--- src/rtl/owbm_pkg.sv ---
// ----------------------------------------------------------------------------
// owbm_pkg
// shared types, codes and timing constants of the one-wire bus master
// ----------------------------------------------------------------------------
package owbm_pkg;

  // command codes carried with each tick
  typedef enum logic [1:0] {
    OP_TICK  = 2'd0,
    OP_RESET = 2'd1,
    OP_WRITE = 2'd2,
    OP_READ  = 2'd3
  } opcode_e;

  // pin drive codes
  localparam logic [1:0] MODE_LOW  = 2'd0;
  localparam logic [1:0] MODE_HIGH = 2'd1;
  localparam logic [1:0] MODE_REL  = 2'd2;

  // span lengths in microseconds
  localparam logic [8:0] T_RST_LOW  = 9'd500;
  localparam logic [8:0] T_RST_HIGH = 9'd80;
  localparam logic [8:0] T_W1_HIGH  = 9'd65;
  localparam logic [8:0] T_W0_LOW   = 9'd70;
  localparam logic [8:0] T_R_WAIT   = 9'd45;
  localparam logic [8:0] T_REC      = 9'd5;
  localparam logic [8:0] T_W1_LOW   = 9'd5;
  localparam logic [8:0] T_R_SHORT  = 9'd2;

  localparam logic [7:0] CPM_RESET = 8'd1;

  typedef struct packed {
    opcode_e    opcode;
    logic [7:0] data_byte;
    logic       line_level;
  } in_item_t;

  typedef struct packed {
    logic [1:0] line_mode;
    logic       busy_res;
    logic       done_res;
    logic       no_presence;
    logic [7:0] read_data;
    logic       rejected;
  } result_t;

endpackage

--- src/rtl/one_wire_bus_master_unit.sv ---
// ----------------------------------------------------------------------------
// one_wire_bus_master_unit
// one-wire bus master: reset/presence, byte write and byte read sequences
// ----------------------------------------------------------------------------
// registered path: input register, then result register
// throughput: one tick item per cycle while the result channel is not stalled
// reset: asynchronous active low; sequencer idle, pin released, flags and read
//   byte zero, cycles_per_microsecond back to 1, both pipeline registers empty
module one_wire_bus_master_unit
  import owbm_pkg::*;
(
  input  logic       clk_i,
  input  logic       rst_ni,
  // configuration write channel: cycles per microsecond
  input  logic       cfg_valid_i,
  output logic       cfg_ready_o,
  input  logic [7:0] cfg_data_i,
  // tick input channel
  input  logic       in_valid_i,
  output logic       in_ready_o,
  input  logic [1:0] opcode_i,
  input  logic [7:0] data_byte_i,
  input  logic       line_level_i,
  // result channel
  output logic       out_valid_o,
  input  logic       out_ready_i,
  output logic [1:0] line_mode_o,
  output logic       busy_res_o,
  output logic       done_res_o,
  output logic       no_presence_o,
  output logic [7:0] read_data_o,
  output logic       rejected_o
);

  logic [7:0] cpm_q;
  in_item_t   item_in, item_held;
  logic       item_valid;
  logic       take;
  result_t    res;

  // prescaler setting; a zero value is treated as one inside the sequencer
  assign cfg_ready_o = 1'b1;

  always_ff @(posedge clk_i or negedge rst_ni) begin
    if (!rst_ni) begin
      cpm_q <= CPM_RESET;
    end else if (cfg_valid_i) begin
      cpm_q <= cfg_data_i;
    end
  end

  // pack the input fields into one item
  assign item_in.opcode     = opcode_e'(opcode_i);
  assign item_in.data_byte  = data_byte_i;
  assign item_in.line_level = line_level_i;

  // input register: takes a new transfer when empty or whenever the held item moves on
  owbm_in_stage u_in_stage (
    .clk_i        (clk_i),
    .rst_ni       (rst_ni),
    .in_valid_i   (in_valid_i),
    .in_ready_o   (in_ready_o),
    .item_i       (item_in),
    .item_valid_o (item_valid),
    .take_i       (take),
    .item_o       (item_held)
  );

  // sequencer: each held item is one bus tick; state and result register
  // update together, so a stalled output also stalls bus time
  owbm_seq u_seq (
    .clk_i        (clk_i),
    .rst_ni       (rst_ni),
    .cpm_i        (cpm_q),
    .item_valid_i (item_valid),
    .item_i       (item_held),
    .take_o       (take),
    .out_valid_o  (out_valid_o),
    .out_ready_i  (out_ready_i),
    .res_o        (res)
  );

  // result fields
  assign line_mode_o   = res.line_mode;
  assign busy_res_o    = res.busy_res;
  assign done_res_o    = res.done_res;
  assign no_presence_o = res.no_presence;
  assign read_data_o   = res.read_data;
  assign rejected_o    = res.rejected;

endmodule

--- src/rtl/owbm_in_stage.sv ---
// ----------------------------------------------------------------------------
// owbm_in_stage
// input register holding one tick item until the sequencer takes it
// ----------------------------------------------------------------------------
module owbm_in_stage
  import owbm_pkg::*;
(
  input  logic     clk_i,
  input  logic     rst_ni,
  input  logic     in_valid_i,
  output logic     in_ready_o,
  input  in_item_t item_i,
  output logic     item_valid_o,
  input  logic     take_i,
  output in_item_t item_o
);

  logic     valid_q;
  in_item_t item_q;

  // refill in the same cycle the held item moves on
  assign in_ready_o   = !valid_q || take_i;
  assign item_valid_o = valid_q;
  assign item_o       = item_q;

  always_ff @(posedge clk_i or negedge rst_ni) begin
    if (!rst_ni) begin
      valid_q <= 1'b0;
    end else if (in_ready_o) begin
      valid_q <= in_valid_i;
    end
  end

  always_ff @(posedge clk_i) begin
    if (in_valid_i && in_ready_o) begin
      item_q <= item_i;
    end
  end

endmodule

--- src/rtl/owbm_seq.sv ---
// ----------------------------------------------------------------------------
// owbm_seq
// bus sequencer: one tick of state update per item, result register
// ----------------------------------------------------------------------------
module owbm_seq
  import owbm_pkg::*;
(
  input  logic       clk_i,
  input  logic       rst_ni,
  input  logic [7:0] cpm_i,
  input  logic       item_valid_i,
  input  in_item_t   item_i,
  output logic       take_o,
  output logic       out_valid_o,
  input  logic       out_ready_i,
  output result_t    res_o
);

  typedef enum logic [10:0] {
    PH_IDLE       = 11'b000_0000_0001,
    PH_RST_LOW    = 11'b000_0000_0010,
    PH_RST_HIGH   = 11'b000_0000_0100,
    PH_RST_SAMPLE = 11'b000_0000_1000,
    PH_W_LOW      = 11'b000_0001_0000,
    PH_W_HIGH     = 11'b000_0010_0000,
    PH_W_REC      = 11'b000_0100_0000,
    PH_R_LOW      = 11'b000_1000_0000,
    PH_R_HIGH     = 11'b001_0000_0000,
    PH_R_WAIT     = 11'b010_0000_0000,
    PH_R_REC      = 11'b100_0000_0000
  } phase_e;

  phase_e     phase_q, phase_d;
  logic [8:0] tl_q, tl_d;
  logic [7:0] pc_q, pc_d;
  logic [2:0] bi_q, bi_d;
  logic [7:0] sb_q, sb_d;
  logic [7:0] rb_q, rb_d;
  logic       pres_q, pres_d;
  logic [1:0] pin_q, pin_d;
  logic       out_valid_q;
  result_t    res_q, res_d;

  logic [7:0] cpm;
  logic       us_end;
  logic       busy, done, rej;

  assign cpm    = (cpm_i == 8'd0) ? 8'd1 : cpm_i;
  assign take_o = item_valid_i && (!out_valid_q || out_ready_i);

  always_comb begin
    phase_d = phase_q;
    tl_d    = tl_q;
    pc_d    = pc_q;
    bi_d    = bi_q;
    sb_d    = sb_q;
    rb_d    = rb_q;
    pres_d  = pres_q;
    pin_d   = pin_q;
    busy    = 1'b0;
    done    = 1'b0;
    rej     = 1'b0;
    us_end  = 1'b0;

    // command start
    if (phase_q == PH_IDLE) begin
      case (item_i.opcode)
        OP_RESET: begin
          phase_d = PH_RST_LOW;
          tl_d    = T_RST_LOW;
          pc_d    = 8'd0;
          pin_d   = MODE_LOW;
        end
        OP_WRITE: begin
          sb_d    = item_i.data_byte;
          bi_d    = 3'd0;
          phase_d = PH_W_LOW;
          tl_d    = item_i.data_byte[0] ? T_W1_LOW : T_W0_LOW;
          pc_d    = 8'd0;
          pin_d   = MODE_LOW;
        end
        OP_READ: begin
          sb_d    = 8'd0;
          bi_d    = 3'd0;
          phase_d = PH_R_LOW;
          tl_d    = T_R_SHORT;
          pc_d    = 8'd0;
          pin_d   = MODE_LOW;
        end
        default: begin
        end
      endcase
    end else if (item_i.opcode != OP_TICK) begin
      rej = 1'b1;
    end

    res_d.line_mode = pin_d;

    if (phase_d != PH_IDLE) begin
      busy = 1'b1;
      if (phase_d == PH_RST_SAMPLE) begin
        pres_d  = item_i.line_level;
        pin_d   = item_i.line_level ? MODE_HIGH : MODE_REL;
        phase_d = PH_IDLE;
        done    = 1'b1;
      end else begin
        // sample on the first tick of the released wait
        if (phase_d == PH_R_WAIT && tl_d == T_R_WAIT && pc_d == 8'd0) begin
          sb_d[bi_d] = sb_d[bi_d] | item_i.line_level;
        end
        us_end = ({1'b0, pc_d} + 9'd1) >= {1'b0, cpm};
        if (us_end) begin
          pc_d = 8'd0;
          if (tl_d != 9'd0) begin
            tl_d = tl_d - 9'd1;
          end
          if (tl_d == 9'd0) begin
            case (phase_d)
              PH_RST_LOW: begin
                phase_d = PH_RST_HIGH; tl_d = T_RST_HIGH; pin_d = MODE_HIGH;
              end
              PH_RST_HIGH: begin
                phase_d = PH_RST_SAMPLE; tl_d = 9'd0; pin_d = MODE_REL;
              end
              PH_W_LOW: begin
                if (sb_d[0]) begin
                  phase_d = PH_W_HIGH; tl_d = T_W1_HIGH;
                end else begin
                  phase_d = PH_W_REC; tl_d = T_REC;
                end
                pin_d = MODE_HIGH;
              end
              PH_W_HIGH: begin
                phase_d = PH_W_REC; tl_d = T_REC; pin_d = MODE_HIGH;
              end
              PH_W_REC: begin
                sb_d = {1'b0, sb_d[7:1]};
                if (bi_d == 3'd7) begin
                  bi_d    = 3'd0;
                  phase_d = PH_IDLE;
                  done    = 1'b1;
                end else begin
                  bi_d    = bi_d + 3'd1;
                  phase_d = PH_W_LOW;
                  tl_d    = sb_d[0] ? T_W1_LOW : T_W0_LOW;
                  pin_d   = MODE_LOW;
                end
              end
              PH_R_LOW: begin
                phase_d = PH_R_HIGH; tl_d = T_R_SHORT; pin_d = MODE_HIGH;
              end
              PH_R_HIGH: begin
                phase_d = PH_R_WAIT; tl_d = T_R_WAIT; pin_d = MODE_REL;
              end
              PH_R_WAIT: begin
                phase_d = PH_R_REC; tl_d = T_REC; pin_d = MODE_HIGH;
              end
              PH_R_REC: begin
                if (bi_d == 3'd7) begin
                  bi_d    = 3'd0;
                  rb_d    = sb_d;
                  phase_d = PH_IDLE;
                  done    = 1'b1;
                end else begin
                  bi_d    = bi_d + 3'd1;
                  phase_d = PH_R_LOW;
                  tl_d    = T_R_SHORT;
                  pin_d   = MODE_LOW;
                end
              end
              default: begin
                phase_d = PH_IDLE;
                done    = 1'b1;
              end
            endcase
          end
        end else begin
          pc_d = pc_d + 8'd1;
        end
      end
    end

    res_d.busy_res    = busy;
    res_d.done_res    = done;
    res_d.no_presence = pres_d;
    res_d.read_data   = rb_d;
    res_d.rejected    = rej;
  end

  always_ff @(posedge clk_i or negedge rst_ni) begin
    if (!rst_ni) begin
      phase_q     <= PH_IDLE;
      tl_q        <= 9'd0;
      pc_q        <= 8'd0;
      bi_q        <= 3'd0;
      sb_q        <= 8'd0;
      rb_q        <= 8'd0;
      pres_q      <= 1'b0;
      pin_q       <= MODE_REL;
      out_valid_q <= 1'b0;
    end else begin
      if (take_o) begin
        phase_q <= phase_d;
        tl_q    <= tl_d;
        pc_q    <= pc_d;
        bi_q    <= bi_d;
        sb_q    <= sb_d;
        rb_q    <= rb_d;
        pres_q  <= pres_d;
        pin_q   <= pin_d;
      end
      if (take_o) begin
        out_valid_q <= 1'b1;
      end else if (out_ready_i) begin
        out_valid_q <= 1'b0;
      end
    end
  end

  always_ff @(posedge clk_i) begin
    if (take_o) begin
      res_q <= res_d;
    end
  end

  assign out_valid_o = out_valid_q;
  assign res_o       = res_q;

  // a finishing tick always belongs to a sequence
  a_done_busy: assert property (@(posedge clk_i) disable iff (!rst_ni)
    out_valid_q && res_q.done_res |-> res_q.busy_res)
    else $error("done without busy");

  // a command is only refused inside a sequence
  a_rej_busy: assert property (@(posedge clk_i) disable iff (!rst_ni)
    out_valid_q && res_q.rejected |-> res_q.busy_res)
    else $error("rejected while idle");

  // a busy tick that does not finish leaves the sequencer active
  a_busy_cont: assert property (@(posedge clk_i) disable iff (!rst_ni)
    take_o && busy && !done |=> phase_q != PH_IDLE)
    else $error("sequence dropped");

  // pin drive code is one of the three legal codes
  a_mode_legal: assert property (@(posedge clk_i) disable iff (!rst_ni)
    out_valid_q |-> res_q.line_mode != 2'd3)
    else $error("illegal pin drive");

endmodule

--- config.mk ---
export PLATFORM = sky130hd
export DESIGN_NAME = one_wire_bus_master_unit
export DESIGN_NICKNAME = d
export VERILOG_FILES = /design/src/rtl/owbm_pkg.sv /design/src/rtl/one_wire_bus_master_unit.sv /design/src/rtl/owbm_in_stage.sv /design/src/rtl/owbm_seq.sv
export SDC_FILE = /design/constraint.sdc
export NUM_CORES = 1
export LEC_CHECK = 0
export BUFFER_PORTS_ARGS = -buffer_cell sky130_fd_sc_hd__buf_2
export CAP_MARGIN = 20
export CORE_MARGIN = 1
export CORE_UTILIZATION = 56
export CTS_CLUSTER_SIZE = 25
export DETAILED_ROUTE_END_ITERATION = 6
export GPL_TIMING_DRIVEN = 0
export PLACE_DENSITY_LB_ADDON = 0.15
export SYNTH_ARGS = -nofsm -noshare
export SYNTH_HDL_FRONTEND = slang
export SYNTH_SLANG_ARGS = --single-unit
--- constraint.sdc ---
create_clock -name clk_i -period 4.67 [get_ports clk_i]
set_clock_uncertainty 0.1 [all_clocks]
set_input_delay 0 -clock clk_i [delete_from_list [all_inputs] [get_ports clk_i]]
set_output_delay 0 -clock clk_i [all_outputs]
set_load 0.01 [all_outputs]
## Word-level counts from Yosys, hierarchy flattened

Cells that the tools add are included.
Widths: inputs -> output; s select.

| word-level totals | value |
|---|---|
| output and inout bits | 17 |
| input bits | 24 |
| logic and storage cells | 148 |
| bits in registers | 85 |

| cells by class | value |
|---|---|
| muxes and demuxes | 81 |
| bitwise operators | 1 |
| eq/ne operators | 17 |
| add/sub/neg operators | 4 |
| order comparisons | 3 |
| reductions and logical operators | 22 |

Operators with widths:

| cell | count |
|---|---|
| $mux 8 | 22 |
| $mux 9 | 11 |
| $pmux 11 s9 | 1 |
| $pmux 9 s8 | 1 |
| $mux 11 | 5 |
| $pmux 11 s3 | 1 |
| $mux 7 | 4 |
| $pmux 9 s3 | 1 |
| $mux 3 | 8 |
| $logic_not 8->1 | 2 |
| $mux 2 | 8 |
| $pmux 8 s2 | 1 |
| $mux 1 | 12 |
| $eq 11x1->1 const B | 1 |
| $eq 11x10->1 const B | 1 |
| $eq 11x11->1 const B | 1 |
| $eq 11x2->1 const B | 1 |
| $eq 11x3->1 const B | 1 |
| $eq 11x4->1 const B | 1 |
| $eq 11x5->1 const B | 1 |
| $eq 11x6->1 const B | 1 |
| $eq 11x7->1 const B | 1 |
| $eq 11x8->1 const B | 1 |
| $eq 11x9->1 const B | 1 |
| other kinds (29) | 40 |

## Depth between registers and ports, before layout

Gate-level depths: netlist (run 1).

| depth | value |
|---|---|
| depth in word-level cells | 19 |
| gate-level depth with buffers | 21 |
| mapped depth without buffers | 19 |

## Modules after synthesis

Synthesis (run 1) repeated with hierarchy kept, for this count alone.

| unflattened totals | value |
|---|---|
| cell total of the unflattened synthesis | 687 |
| area total of the unflattened synthesis | 6271.0 um^2 |

Modules (own cells, without submodules):

| module | area each (um^2) | cells each | seq. area each (um^2) | instances |
|---|---|---|---|---|
| owbm_seq | 5542.8 | 653 | 1699.1 | 1 |
| owbm_in_stage | 384.1 | 15 | 355.3 | 1 |
| one_wire_bus_master_unit | 344.1 | 19 | 201.4 | 1 |

## Worst setup path before layout (run 1)

No wires, ideal clock.

| timing path | value |
|---|---|
| path type | reg2reg |
| start | register u_in_stage.item_q (netlist bit u_in_stage.item_o[9]) |
| end | register u_seq.res_q (netlist bit u_seq.res_o[1]) (data pin) |
| data required time | 4.310 ns |
| path buffers | 2 |
| stages on the path, launching flop included | 21 |
| setup slack | -0.008 ns |
| arrival time | 4.318 ns |
| cells stage by stage | edfxtp_1 > inv_1 > ha_1 > clkbuf_1 > inv_1 > nand4_1 > clkbuf_1 > nand2_1 > inv_1 > ha_1 > and3_1 > xnor2_1 > nor2_1 > ha_1 > a21o_1 > a211o_1 > a41oi_1 > o21ai_1 > o2111ai_1 > nor2_2 > mux2_2 |

| on the way | value |
|---|---|
| word-level cells in the longest chain between the ends | 18 |
| elaborated cells on any way between the ends | 51 |

Ends and longest elaborated chain:

| item | line | source |
|---|---|---|
| from (decl) | owbm_in_stage.sv:19 | `in_item_t item_q;` |
| from (signal assigned) | owbm_in_stage.sv:36 | `item_q <= item_i;` |
| $eq 2x2->1 | owbm_seq.sv:67 | `case (item_i.opcode)` |
| $reduce_or 2->1 (no source line) | - |  |
| $mux 3 | owbm_seq.sv:67 |  |
| $mux 3 | owbm_seq.sv:66 | `if (phase_q == PH_IDLE) begin` |
| $lt 3x4->1 (not written as such) / $ge 3x1->1 (equally long branches) | owbm_seq.sv:109 | `sb_d[bi_d] = sb_d[bi_d] \| item_i.line_level;` |
| $logic_and 1x1->1 (not written as such) | owbm_seq.sv:109 |  |
| $mux 1 (not written as such) | owbm_seq.sv:109 |  |
| $demux 1 s3 | - |  |
| [3 not listed] | - |  |
| $mux 8 | owbm_seq.sv:99 | `if (phase_d != PH_IDLE) begin` |
| $mux 8 | owbm_seq.sv:159 | `if (bi_d == 3'd7) begin` |
| $mux 8 | owbm_seq.sv:118 | `case (phase_d)` |
| $mux 8 | owbm_seq.sv:117 | `if (tl_d == 9'd0) begin` |
| $mux 8 | owbm_seq.sv:112 | `if (us_end) begin` |
| $mux 8 | owbm_seq.sv:101 | `if (phase_d == PH_RST_SAMPLE) begin` |
| $mux 8 (*) | owbm_seq.sv:99 |  |
| net u_seq.rb_d[0] | owbm_seq.sv:38 | `logic [7:0] rb_q, rb_d;` |
| to (signal assigned) | owbm_seq.sv:222 | `res_q <= res_d;` |
| to (decl) | owbm_seq.sv:42 | `result_t res_q, res_d;` |

Mark *: on every way through the listed nets, which the timed path passes. The rest lies on a longest branch. The select of a mux whose other input is x is not followed.
A chain may end at the register's enable or synchronous reset.

## Worst setup path in the final report (run 1)

| timing path | value |
|---|---|
| start | register u_seq.phase_q[0] |
| end | register u_seq.tl_q[1] |

| on the way | value |
|---|---|
| word-level cells in the longest chain between the ends | 17 |
| elaborated cells on any way between the ends | 53 |

Ends and longest elaborated chain:

| item | line | source |
|---|---|---|
| from (decl) | owbm_seq.sv:33 | `phase_e phase_q, phase_d;` |
| from (signal assigned) | owbm_seq.sv:203 | `phase_q <= phase_d;` |
| $eq 11x1->1 | owbm_seq.sv:66 |  |
| $mux 3 | owbm_seq.sv:66 |  |
| $lt 3x4->1 (not written as such) / $ge 3x1->1 (equally long branches) | owbm_seq.sv:109 |  |
| $logic_and 1x1->1 (not written as such) | owbm_seq.sv:109 |  |
| $mux 1 (not written as such) | owbm_seq.sv:109 |  |
| $demux 1 s3 | - |  |
| $bwmux 8 | owbm_seq.sv:109 |  |
| $mux 8 | owbm_seq.sv:108 | `if (phase_d == PH_R_WAIT && tl_d == T_R_WAIT && pc_d == 8'd0) begin` |
| $mux 8 | owbm_seq.sv:101 |  |
| $mux 8 | owbm_seq.sv:99 |  |
| $mux 7 | owbm_seq.sv:145 | `tl_d = sb_d[0] ? T_W1_LOW : T_W0_LOW;` |
| $mux 9 | owbm_seq.sv:138 | `if (bi_d == 3'd7) begin` |
| $pmux 9 s8 | owbm_seq.sv:118 |  |
| $mux 9 | owbm_seq.sv:117 |  |
| $mux 9 | owbm_seq.sv:112 |  |
| $mux 9 | owbm_seq.sv:101 |  |
| $mux 9 (*) | owbm_seq.sv:99 |  |
| to (signal assigned) | owbm_seq.sv:204 | `tl_q <= tl_d;` |
| to (decl) | owbm_seq.sv:34 | `logic [8:0] tl_q, tl_d;` |

Mark *: on every way between the ends. The rest lies on a longest branch, timed or not. The select of a mux whose other input is x is not followed.

==> summary.md, run 1 <==
| Metric | Value |
|---|---|
| Status | complete, no violations |
| GPL Wtd Cong | 0.956 |
| Asr flop ratio synth | 70.6% |
| Setup-failing EPs final | 0 |
| Clk_lat worst skew | 370 ps |
| Gate Count Post-Synth | 637 |
| Worst Hold Class | input port to register |
| Largest net degree at the start of global routing | 61 |
| Global routing usage on met1 | 46.1% |
| CP startpoint | u_seq.phase_q[0]$_DFFE_PN1P_ |
| Die Y | 104 microns |
| Fin Hold WS | 66.0 ps |
| Row Count | 36 |
| Floorplan die area | 10,900 sq um |
| Root Buffer | clkbuf_8 |
| Number of synthesized flops with an enable pin | 25 |
| TritonCTS clock tree | built |
| Antenna-violating nets left | 0 |
| Synth Warn # | 0 |
| Pwr Total | 3.90 mW |
| Most Crowded Layer GR | met2 |
| Global routing usage on met2 | 59.4% |
| Reg2reg path depth | 20 |
| Netlist Area Pre-Place | 5870 sq um |
| I/O Pins | 41 |
| P_leak | 3.03 nW |
| # DRC | 0 |
| Post-Syn Nets | 681 |
| CP startpoint kind | register |
| Hold path depth | 4 |
| Ys flop type | dfrtp_1 |
| Vias in the first global route | 5,651 |
| Top post-synthesis cells by count | nand2_1 (74), dfrtp_1 (57), nor2_1 (46) |
| Detailed Routing Iterations Pass 1 | 5 |
| Max-slew headroom | 22.9% |
| Worst path required time | 4860 ps |
| P per Cell Area | 548 nW/um^2 |
| Clk buf depth | 2 |
| Layout cells sized above 1 | 20.3% |
| Vias post-DR | 5,701 |
| H-Tree Depth | 3 |
| Nets@finish | 779 |
| Post-DP HPWL | 12,900 microns |
| Die width | 104 microns |
| Drt total wl | 19,000 microns |
| Global-route usage over all layers | 36.0% |
| PortBufs | 39 |
| Synth area leader | dfrtp_1 |
| Max Clock Freq | 218 MHz |
| Synthesis-stage register bit count | 85 |
| Tcrit/Tclk final | 98.3% |
| Register area share after synthesis | 38.5% |
| Synth top area share | 24.3% |
| Num CTS Buffers | 9 |
| CP endpoint | u_seq.tl_q[1]$_DFFE_PN0P_ |
| Fin. max-slew vios | 0 |
| Remaining Overflow, GRT | 0 |
| Clock transition at path regs | 100 ps |
| Most common cell in the synthesized netlist | nand2_1 |
| CP Cell Sequence | buf_4, nor4b_4, nand4_1, buf_6, nand2_1, inv_1, ha_2, and3_1, xnor2_2, nor2_1, ha_1, a21o_1, a211o_1, a41oi_2, o21ai_4, buf_4, a211oi_1, nor3b_1, o21a_1, a211oi_1 |
| Starting Density | 58.9% |
| First-pass GRT wire length | 30,300 microns |
| CP max-delay cell | dfstp_2 |
| Worst R2R Setup Slack | 80 ps |
| Worst vdd rail ir drop | 0.000341 V |
| Routed len/inst | 21.8 microns |
| CTS sink cnt | 85 |
| Average cell area after synthesis | 9.21 sq um |
| Core area | 9950 sq um |
| Worst-margin pin slew | 1150 ps |
| Crit. End Element | register |
| Synth cell types | 76 |
| Largest cells by area after synthesis | dfrtp_1 (24%), edfxtp_1 (13%), nand2_1 (4.7%) |
| WP data arrival | 4780 ps |
| Final hold viol count | 0 |
| Worst R2R Start | u_seq.phase_q[0]$_DFFE_PN1P_ |
| Area Growth Syn to Fin | 21.3% |
| Initial antenna violation count | 0 |
| Vias/cell | 6.53 |
| Max cap viols | 0 |
| Met3 GRT Util | 6.08% |
| RSZ-0062 raised after global routing | true |
| Setup CP Type | register to register |
| ANT cells | 0 |
| Tmin final | 4590 ps |
| Worst-path maximum fanout | 10 |
| Crit-path max cell delay | 520 ps |
| RR Endpoint | u_seq.tl_q[1]$_DFFE_PN0P_ |
| 1st-iter DRT viols | 449 |
-- layout make-up --
cell class	instances	area, sq um
clock buffer	9	124
fill	734	2840
multi-input combinational	494	3510
clock inverter	7	128
inverter	24	90.1
timing repair buffer	88	666
sequential	85	2260
buffer	33	175
tap	133	166
-- metal layers --
metal / routed length [microns] / share of wire (%)
met1: 7590 / 40
met5: 0 / 0
met2: 9140 / 48
met4: 765 / 4.0
met3: 1540 / 8.1
-- power by group --
part	switching [mW]	leakage, nW	total, mW	internal (mW)
combinational	1.36	1.89	2.19	0.826
clock	0.307	0.126	0.671	0.364
sequential	0.140	1.01	1.04	0.903
total	1.81	3.03	3.90	2.09
-- cells by family (layout without fill, tap and decap cells) --
family                     Yosys count  in the layout  synth area share, %
xor gates and xnor gates            11             11                 1.64
AOI/OAI and AO/OA                  163            163                 19.8
adders and majority gates           20             20                 4.27
other                                1              1               0.0639
DFF                                 85             85                 38.5
muxes                               35             35                 6.36
buffers and inverters               58            161                 4.33
and+or+nand+nor                    264            264                 25.0
-- worst min path at each step --
stage                    from                             end  slack [ps]
2_1_floorplan          rst_ni            cpm_q[1]$_DFFE_PN0P_        -400
3_5_place_dp           rst_ni       u_seq.tl_q[4]$_DFFE_PN0P_          50
6_report          cfg_valid_i            cpm_q[5]$_DFFE_PN0P_          70
4_1_cts           cfg_valid_i            cpm_q[6]$_DFFE_PN0P_          30
5_1_grt           cfg_valid_i            cpm_q[6]$_DFFE_PN0P_         120
3_3_place_gp   data_byte_i[4]  u_in_stage.item_o[5]$_DFFE_PP_          80
-- repair_timing --
item / CTS / global route
cloned: 0 / 0
pin swaps: 9 / 7
endpoints found under the setup margin: 58 / 55
hold buffers: 28 / 0
buffers inserted: 10 / 8
gates resized for setup: 18 / 19
hold endpoints to repair: 78 / 0
-- layout by cell type (no fill, tap or decap), drive strengths merged, types with 10 or more instances in the layout --
master	count
a21oi	16
and2	11
buf	73
clkbuf	29
dfrtp	57
dlygate4sd3	28
edfxtp	25
ha	20
inv	27
mux2	18
mux2i	17
nand2	74
nand3	21
nand4	13
nor2	47
nor3	19
nor4	19
o21ai	42
or3	10
-- state kept, by name, summed over array words and instances (netlist names), 2 cells and up --
name / cells
u_seq.sb_q: 8
u_in_stage.item_o: 11
cpm_q: 8
u_seq.tl_q: 9
u_seq.rb_q: 8
u_seq.pin_q: 2
u_seq.phase_q: 11
u_seq.bi_q: 3
u_seq.pc_q: 8
u_seq.res_o: 14
-- critical path, delay by kind of cell, from the launching register on --
kind	cells	cell delay (ps)
flip-flops	1	520
XOR/XNOR	1	220
adder cells (fa/ha/maj)	2	560
buffers and inverters	4	650
AO/OA/AOI/OAI	7	1440
AND/OR/NAND/NOR	6	1010
-- through the flow --
step                instance area (sq um)  instances  util [%]  worst slack [ps]  setup TNS (ps)
floorplan                            5870        637         -              16.1               0
global placement                     6230        809      62.6             -1400          -58330
detailed placement                   6260        811      62.9             -1490          -63980
CTS                                  6980        864      70.1              6.94               0
global route                         7110        873      71.5             -53.6            -121
finish                               7110        873      71.5              81.4               0
(Power assumes the default switching activity.)
==> run 2: changes to the inputs <==
Settings changed: CORE_UTILIZATION 56 to 57, CTS_BUF_LIST from default to sky130_fd_sc_hd__clkbuf_8.
==> run 2 against run 1 <==
Core utilization up 0.92 points. Final cell count grew 0.34%. Design area rose by 0.37%. Wire length increased by 4.8%. Die area down 1.7%. Sequential power is essentially flat. Critical path depth shrank 5. First-iteration DRC count increased by 20%. Maximum frequency increased by 2.4%. Global-route usage is 3.0 points higher. Sequential cell count did not move. Critical endpoint is now u_seq.sb_q[6]$_DFFE_PN0P_.
==> summary.md, run 2 (same netlist as run 1, synthesis figures left out) <==
| Metric | Value |
|---|---|
| Max cap viols | 0 (unchanged) |
| Crit. End Element | register |
| Initial antenna violation count | 0 (unchanged) |
| Remaining Overflow, GRT | 0 (unchanged) |
| Vias/cell | 6.76 (+3.5%) |
| Worst vdd rail ir drop | 0.000321 V (-5.8%) |
| Worst-path maximum fanout | 10 (unchanged) |
| P_leak | 3.04 nW (+0.12%) |
| Clk_lat worst skew | 370 ps (about the same) |
| I/O Pins | 41 (unchanged) |
| Row Count | 36 (unchanged) |
| GPL Wtd Cong | 1.01 (+5.5%) |
| Max Clock Freq | 223 MHz (+2.4%) |
| Hold path depth | 4 (unchanged) |
| Worst R2R Setup Slack | 190 ps (+110 ps) |
| RR Endpoint | u_seq.sb_q[6]$_DFFE_PN0P_ |
| Nets@finish | 782 (+0.39%) |
| TritonCTS clock tree | built |
| Crit-path max cell delay | 530 ps (about the same) |
| RSZ-0062 raised after global routing | false |
| Drt total wl | 20,000 microns (+4.8%) |
| PortBufs | 39 (unchanged) |
| Starting Density | 59.5% (+0.54 points) |
| Worst path required time | 4840 ps (-20 ps) |
| CP Cell Sequence | buf_4, or4b_1, buf_2, nor4_4, buf_4, nand2_1, nand2_1, ha_1, nor4b_2, nand4_1, or4_4, nor4_2, mux2i_2, mux2i_1, o21ai_0 |
| Commonest non-fill, non-tap cell in the layout | nand2_1 |
| CTS sink cnt | 85 (unchanged) |
| Final hold viol count | 0 (unchanged) |
| 1st-iter DRT viols | 540 (+20%) |
| First-pass GRT wire length | 30,800 microns (+1.5%) |
| WP data arrival | 4650 ps (-130 ps) |
| Area Growth Syn to Fin | 21.7% |
| Core area | 9860 sq um (-0.91%) |
| Vias post-DR | 5,921 (+3.9%) |
| Setup-failing EPs final | 0 (unchanged) |
| Worst R2R Start | u_seq.phase_q[0]$_DFFE_PN1P_ |
| Detailed Routing Iterations Pass 1 | 5 (unchanged) |
| Reg2reg path depth | 15 (-25%) |
| Global-route usage over all layers | 39.0% (+3.0 points) |
| CP max-delay cell | dfstp_2 |
| Pwr Total | 3.88 mW (-0.40%) |
| Tcrit/Tclk final | 96.0% (-2.3 points) |
| Clock transition at path regs | 100 ps (about the same) |
| Setup TNS | 0 ps (unchanged) |
| # fillers | 721 (-1.8%) |
| Most frequent cells in the layout | nand2_1 (73), dfrtp_1 (57), buf_2 (45), nor2_1 (45), o21ai_0 (39) |
| Worst Hold Class | input port to register |
| Die width | 103 microns (-0.87%) |
| CP startpoint kind | register |
| Hold EP | cpm_q[6]$_DFFE_PN0P_ |
| Routed len/inst | 22.8 microns (+4.4%) |
| H-Tree Depth | 3 (unchanged) |
| Dpl cells | 811 (unchanged) |
| Largest net degree at the start of global routing | 61 (unchanged) |
| Fin. max-slew vios | 0 (unchanged) |
| # DRC | 0 (unchanged) |
| Layout cells sized above 1 | 21.5% (+1.3 points) |
| Setup CP Type | register to register |
| Tmin final | 4480 ps (-107 ps) |
| Antenna-violating nets left | 0 (unchanged) |
| P per Cell Area | 544 nW/um^2 (-0.76%) |
| ANT cells | 0 (unchanged) |
| Num CTS Buffers | 9 (unchanged) |
| Max-slew headroom | 10.8% (-12 points) |
| Post-DP HPWL | 12,900 microns (-0.29%) |
| Post-route insts no fill | 876 (+0.34%) |
| Status | complete, no violations |
| Clk buf depth | 2 (unchanged) |
| Floorplan die area | 10,700 sq um (-1.7%) |
| Vias in the first global route | 5,717 (+1.2%) |
| Die Y | 103 microns (-0.87%) |
| Max reg flops | 14 (unchanged) |
| Worst-margin pin slew | 1330 ps (+181 ps) |
| Root Buffer | clkbuf_8 |
| Start point of the worst hold path | cfg_valid_i |
-- run 2: layer usage --
layer  track usage, %  wire [microns]  vias to the layer above
met5                0               0                        -
met4             19.3             921                        0
met3             8.47            1880                       95
met2             65.3            9550                      382
met1             47.6            7610                     2846
li1                 -               -                     2598
-- run 2: power breakdown --
group          leakage (nW)  internal, mW  switching, mW
combinational          1.91         0.842           1.40
clock                 0.108         0.300          0.292
sequential             1.01         0.903          0.148
-- run 2: worst max path at each step --
stage / from / end / slack [ps] / cells past startpoint
4_1_cts: u_seq.phase_q[0]$_DFFE_PN1P_ / u_seq.tl_q[6]$_DFFE_PN0P_ / 5 / 20
3_3_place_gp: u_in_stage.item_o[9]$_DFFE_PP_ / u_seq.tl_q[6]$_DFFE_PN0P_ / -1340 / 21
2_1_floorplan: u_seq.phase_q[0]$_DFFE_PN1P_ / u_seq.res_o[1]$_DFFE_PP_ / 20 / 15
5_1_grt: u_seq.phase_q[0]$_DFFE_PN1P_ / u_seq.sb_q[5]$_DFFE_PN0P_ / 10 / 19
6_report: u_seq.phase_q[0]$_DFFE_PN1P_ / u_seq.sb_q[6]$_DFFE_PN0P_ / 190 / 15
3_5_place_dp: u_in_stage.item_o[9]$_DFFE_PP_ / u_seq.tl_q[6]$_DFFE_PN0P_ / -1340 / 21
-- run 2: repair_timing --
item,4_1_cts,5_1_grt
hold buffers,28,0
endpoints found under the setup margin,58,55
buffers inserted,13,9
hold endpoints to repair,78,0
pin swaps,8,13
resized for setup,21,23
-- run 2: final cells by class --
type	count	area, sq um	share of cell area (%)
timing repair buffer	92	696	9.74
tap	133	166	2.33
inverter	24	90.1	1.26
multi-input combinational	494	3560	49.8
sequential	85	2260	31.6
clock buffer	9	124	1.73
buffer	32	160	2.24
clock inverter	7	91.3	1.28
-- run 2: metrics by stage --
step                      hold slack [ps]  area [sq um]  setup WS, ps  utilization (%)
after floorplan                      -396          5870          16.1                -
after global placement               76.2          6230         -1340             63.2
after detailed placement             48.3          6260         -1340             63.5
after CTS                            42.7          6960          4.51             70.6
after global routing                  176          7140          13.1             72.4
final                                 125          7140           188             72.4
-- run 2: worst max-delay path, delay by kind of cell, from the launching register on --
kind	cells	cell delay, ps
adders and majority gates	1	220
DFF	1	530
AOI/OAI and AO/OA	1	180
muxes	2	480
and+or+nand+nor	8	2270
buffers and inverters	3	600
==> run 3: changes to the inputs <==
Settings changed: PLACE_DENSITY_LB_ADDON 0.15 to 0.1.
==> run 3 against run 2 <==
Global-route usage fell by 1.2 points. Total power fell by 2.8%. Clock power fell by 7.1%. Die area did not move. Worst setup slack got worse by 86 ps. Core utilization fell by 0.32 points. Design area fell by 0.44%. Largest power group unchanged.
==> summary.md, run 3 (same netlist as run 1, synthesis figures left out) <==
| Metric | Value |
|---|---|
| Root Buffer | clkbuf_8 |
| Sw Pwr | 1.79 mW (-2.8%) |
| Int Power | 1.99 mW (-2.8%) |
| Post-DP HPWL | 12,800 microns (-0.65%) |
| Setup CP Type | register to register |
| Worst vdd rail ir drop | 0.000304 V (-5.4%) |
| Max Clock Freq | 219 MHz (-1.9%) |
| Global-route usage over all layers | 37.8% (-1.2 points) |
| Worst path required time | 4690 ps (-150 ps) |
| Post-layout instance area | 7110 sq um (-0.44%) |
| Initial antenna violation count | 0 (unchanged) |
| I/O Pins | 41 (unchanged) |
| Most frequent cells in the layout | nand2_1 (73), dfrtp_1 (57), buf_2 (45), nor2_1 (45), o21ai_0 (38) |
| Switching share of power | 47.4% (about the same) |
| Sequential share of power | 27.6% (+0.5 points) |
| P_leak | 3.04 nW (about the same) |
| Fin. max-slew vios | 0 (unchanged) |
| Pwr Total | 3.77 mW (-2.8%) |
| Antenna-violating nets left | 0 (unchanged) |
| Row Count | 36 (unchanged) |
| Drt total wl | 19,100 microns (-4.3%) |
| # fillers | 726 (+0.69%) |
| Worst-margin pin slew | 1300 ps (-23.4 ps) |
| Area Growth Syn to Fin | 21.2% |
| # DRC | 0 (unchanged) |
| Starting Density | 59.5% (unchanged) |
| Routed len/inst | 21.7 microns (-4.6%) |
| Max cap viols | 0 (unchanged) |
| Clk_lat worst skew | 370 ps (about the same) |
| PortBufs | 39 (unchanged) |
| Nets@finish | 785 (+0.38%) |
| Max-slew headroom | 12.4% (+1.6 points) |
| GPL Wtd Cong | 0.961 (-4.6%) |
| 1st-iter DRT viols | 433 (-20%) |
| Post-route insts no fill | 879 (+0.34%) |
| Core area | 9860 sq um (unchanged) |
| Vias/cell | 6.66 (-1.4%) |
| Max reg flops | 14 (unchanged) |
| Reg area | 2260 sq um (unchanged) |
| Num CTS Buffers | 9 (unchanged) |
| Setup-failing EPs final | 0 (unchanged) |
| Vias in the first global route | 5,773 (+0.98%) |
| Worst Hold Class | input port to register |
| Tmin final | 4570 ps (+86.4 ps) |
| Die Y | 103 microns (unchanged) |
| P per Cell Area | 531 nW/um^2 (-2.4%) |
| Clk buf depth | 2 (unchanged) |
| WP data arrival | 4590 ps (-60 ps) |
| Worst-path maximum fanout | 10 (unchanged) |
| Placement Cell Area | 6260 sq um (unchanged) |
| Floorplan die area | 10,700 sq um (unchanged) |
| Crit. End Element | register |
| H-Tree Depth | 3 (unchanged) |
| Detailed Routing Iterations Pass 1 | 6 (+1) |
| Largest net degree at the start of global routing | 61 (unchanged) |
| Gate power share | 57.8% (about the same) |
| CP startpoint kind | register |
| First-pass GRT wire length | 29,900 microns (-2.9%) |
| Vias post-DR | 5,857 (-1.1%) |
| Commonest non-fill, non-tap cell in the layout | nand2_1 |
| CTS sink cnt | 85 (unchanged) |
| Dpl cells | 811 (unchanged) |
| Layout cells sized above 1 | 21.2% (-0.35 points) |
| TritonCTS clock tree | built |
| ANT cells | 0 (unchanged) |
| Tcrit/Tclk final | 97.8% (+1.9 points) |
| Clock group share of total power | 14.6% (-0.6 points) |
| Status | complete, no violations |
| Remaining Overflow, GRT | 0 (unchanged) |
| Clock transition at path regs | 90 ps (about the same) |
| Final hold viol count | 0 (unchanged) |
| Multi-input logic area | 3520 sq um (-1.1%) |
| Die width | 103 microns (unchanged) |
==> run 3: changes by cell type in the layout (fill, tap and decap cells not counted), sizes merged <==
cell and change:
clkinv +3, inv -2, bufinv -1, buf +3, clkbuf +1, clkinvlp -1
==> run 3: cell type report <==
cell class                      count  share of cell area, %
Multi-Input combinational cell    494                   49.5
Sequential cell                    85                   31.7
Timing Repair Buffer               94                   10.0
Buffer                             33                   2.36
Tap cell                          133                   2.34
Clock buffer                       10                   1.94
Inverter                           24                   1.27
Clock inverter                      6                  0.898
==> run 3: worst max-delay path: stages, from the launching register on <==
cell and delay, ps:
dfstp_2 520, buf_4 160, nor4b_4 270, nand4_1 190
buf_4 240, nand2_1 100, inv_1 80, ha_2 220
and3_1 220, xnor2_1 210, nor2_1 70, ha_1 320
a21o_1 130, a211o_1 150, a41oi_2 60, o21ai_4 340
o2111ai_2 250, nor2_4 190, buf_12 140, mux2_2 340
==> run 3: final timing paths <==
path | startpoint | slack, ps | cells after the start | to
max in group asynchronous | rst_ni | 3810 | 2 | u_seq.sb_q[5]$_DFFE_PN0P_
setup reg to reg | u_seq.phase_q[0]$_DFFE_PN1P_ | 100 | 19 | u_seq.res_o[7]$_DFFE_PP_
setup / recovery | u_seq.phase_q[0]$_DFFE_PN1P_ | 100 | 19 | u_seq.res_o[7]$_DFFE_PP_
hold reg to reg | u_seq.pin_q[1]$_DFFE_PN1P_ | 380 | 2 | u_seq.pin_q[1]$_DFFE_PN1P_
hold / removal | cfg_valid_i | 100 | 4 | cpm_q[4]$_DFFE_PN0P_
min in group asynchronous | rst_ni | 150 | 2 | u_seq.tl_q[3]$_DFFE_PN0P_
==> run 3: power by group through the flow <==
stage	registers (mW)	clock network (mW)	logic [mW]
5_1_grt	1.06	0.584	2.35
3_5_place_dp	1.05	0	1.85
6_report	1.04	0.550	2.18
2_1_floorplan	1.01	0	1.37
3_3_place_gp	1.04	0	1.79
4_1_cts	1.03	0.546	1.97
==> run 3: what timing repair did <==
item / CTS / global route
pin swaps: 8 / 8
setup endpoints to repair: 58 / 51
endpoints found under the hold margin: 78 / 0
buffers inserted: 9 / 15
resized for setup: 14 / 25
hold buffers: 28 / 0
==> run 3: metal layers <==
metal / GRT usage [%] / vias up / routed length [microns]
met5: 0 / - / 0
met4: 20.2 / 0 / 889
met3: 7.33 / 85 / 1630
met2: 61.9 / 345 / 8900
met1: 47.4 / 2805 / 7680
li1: - / 2622 / -
==> run 3: metrics by stage <==
stage,hold slack [ps],TNS (ps),worst slack (ps),util [%]
6_report,95.1,0,102,72.1
5_1_grt,145,-5.62,-4.27,72.1
4_1_cts,40.7,0,3.09,69.8
3_3_place_gp,76.7,-57520,-1340,63.2
3_5_place_dp,40.4,-58250,-1420,63.5
2_1_floorplan,-396,0,16.1,-
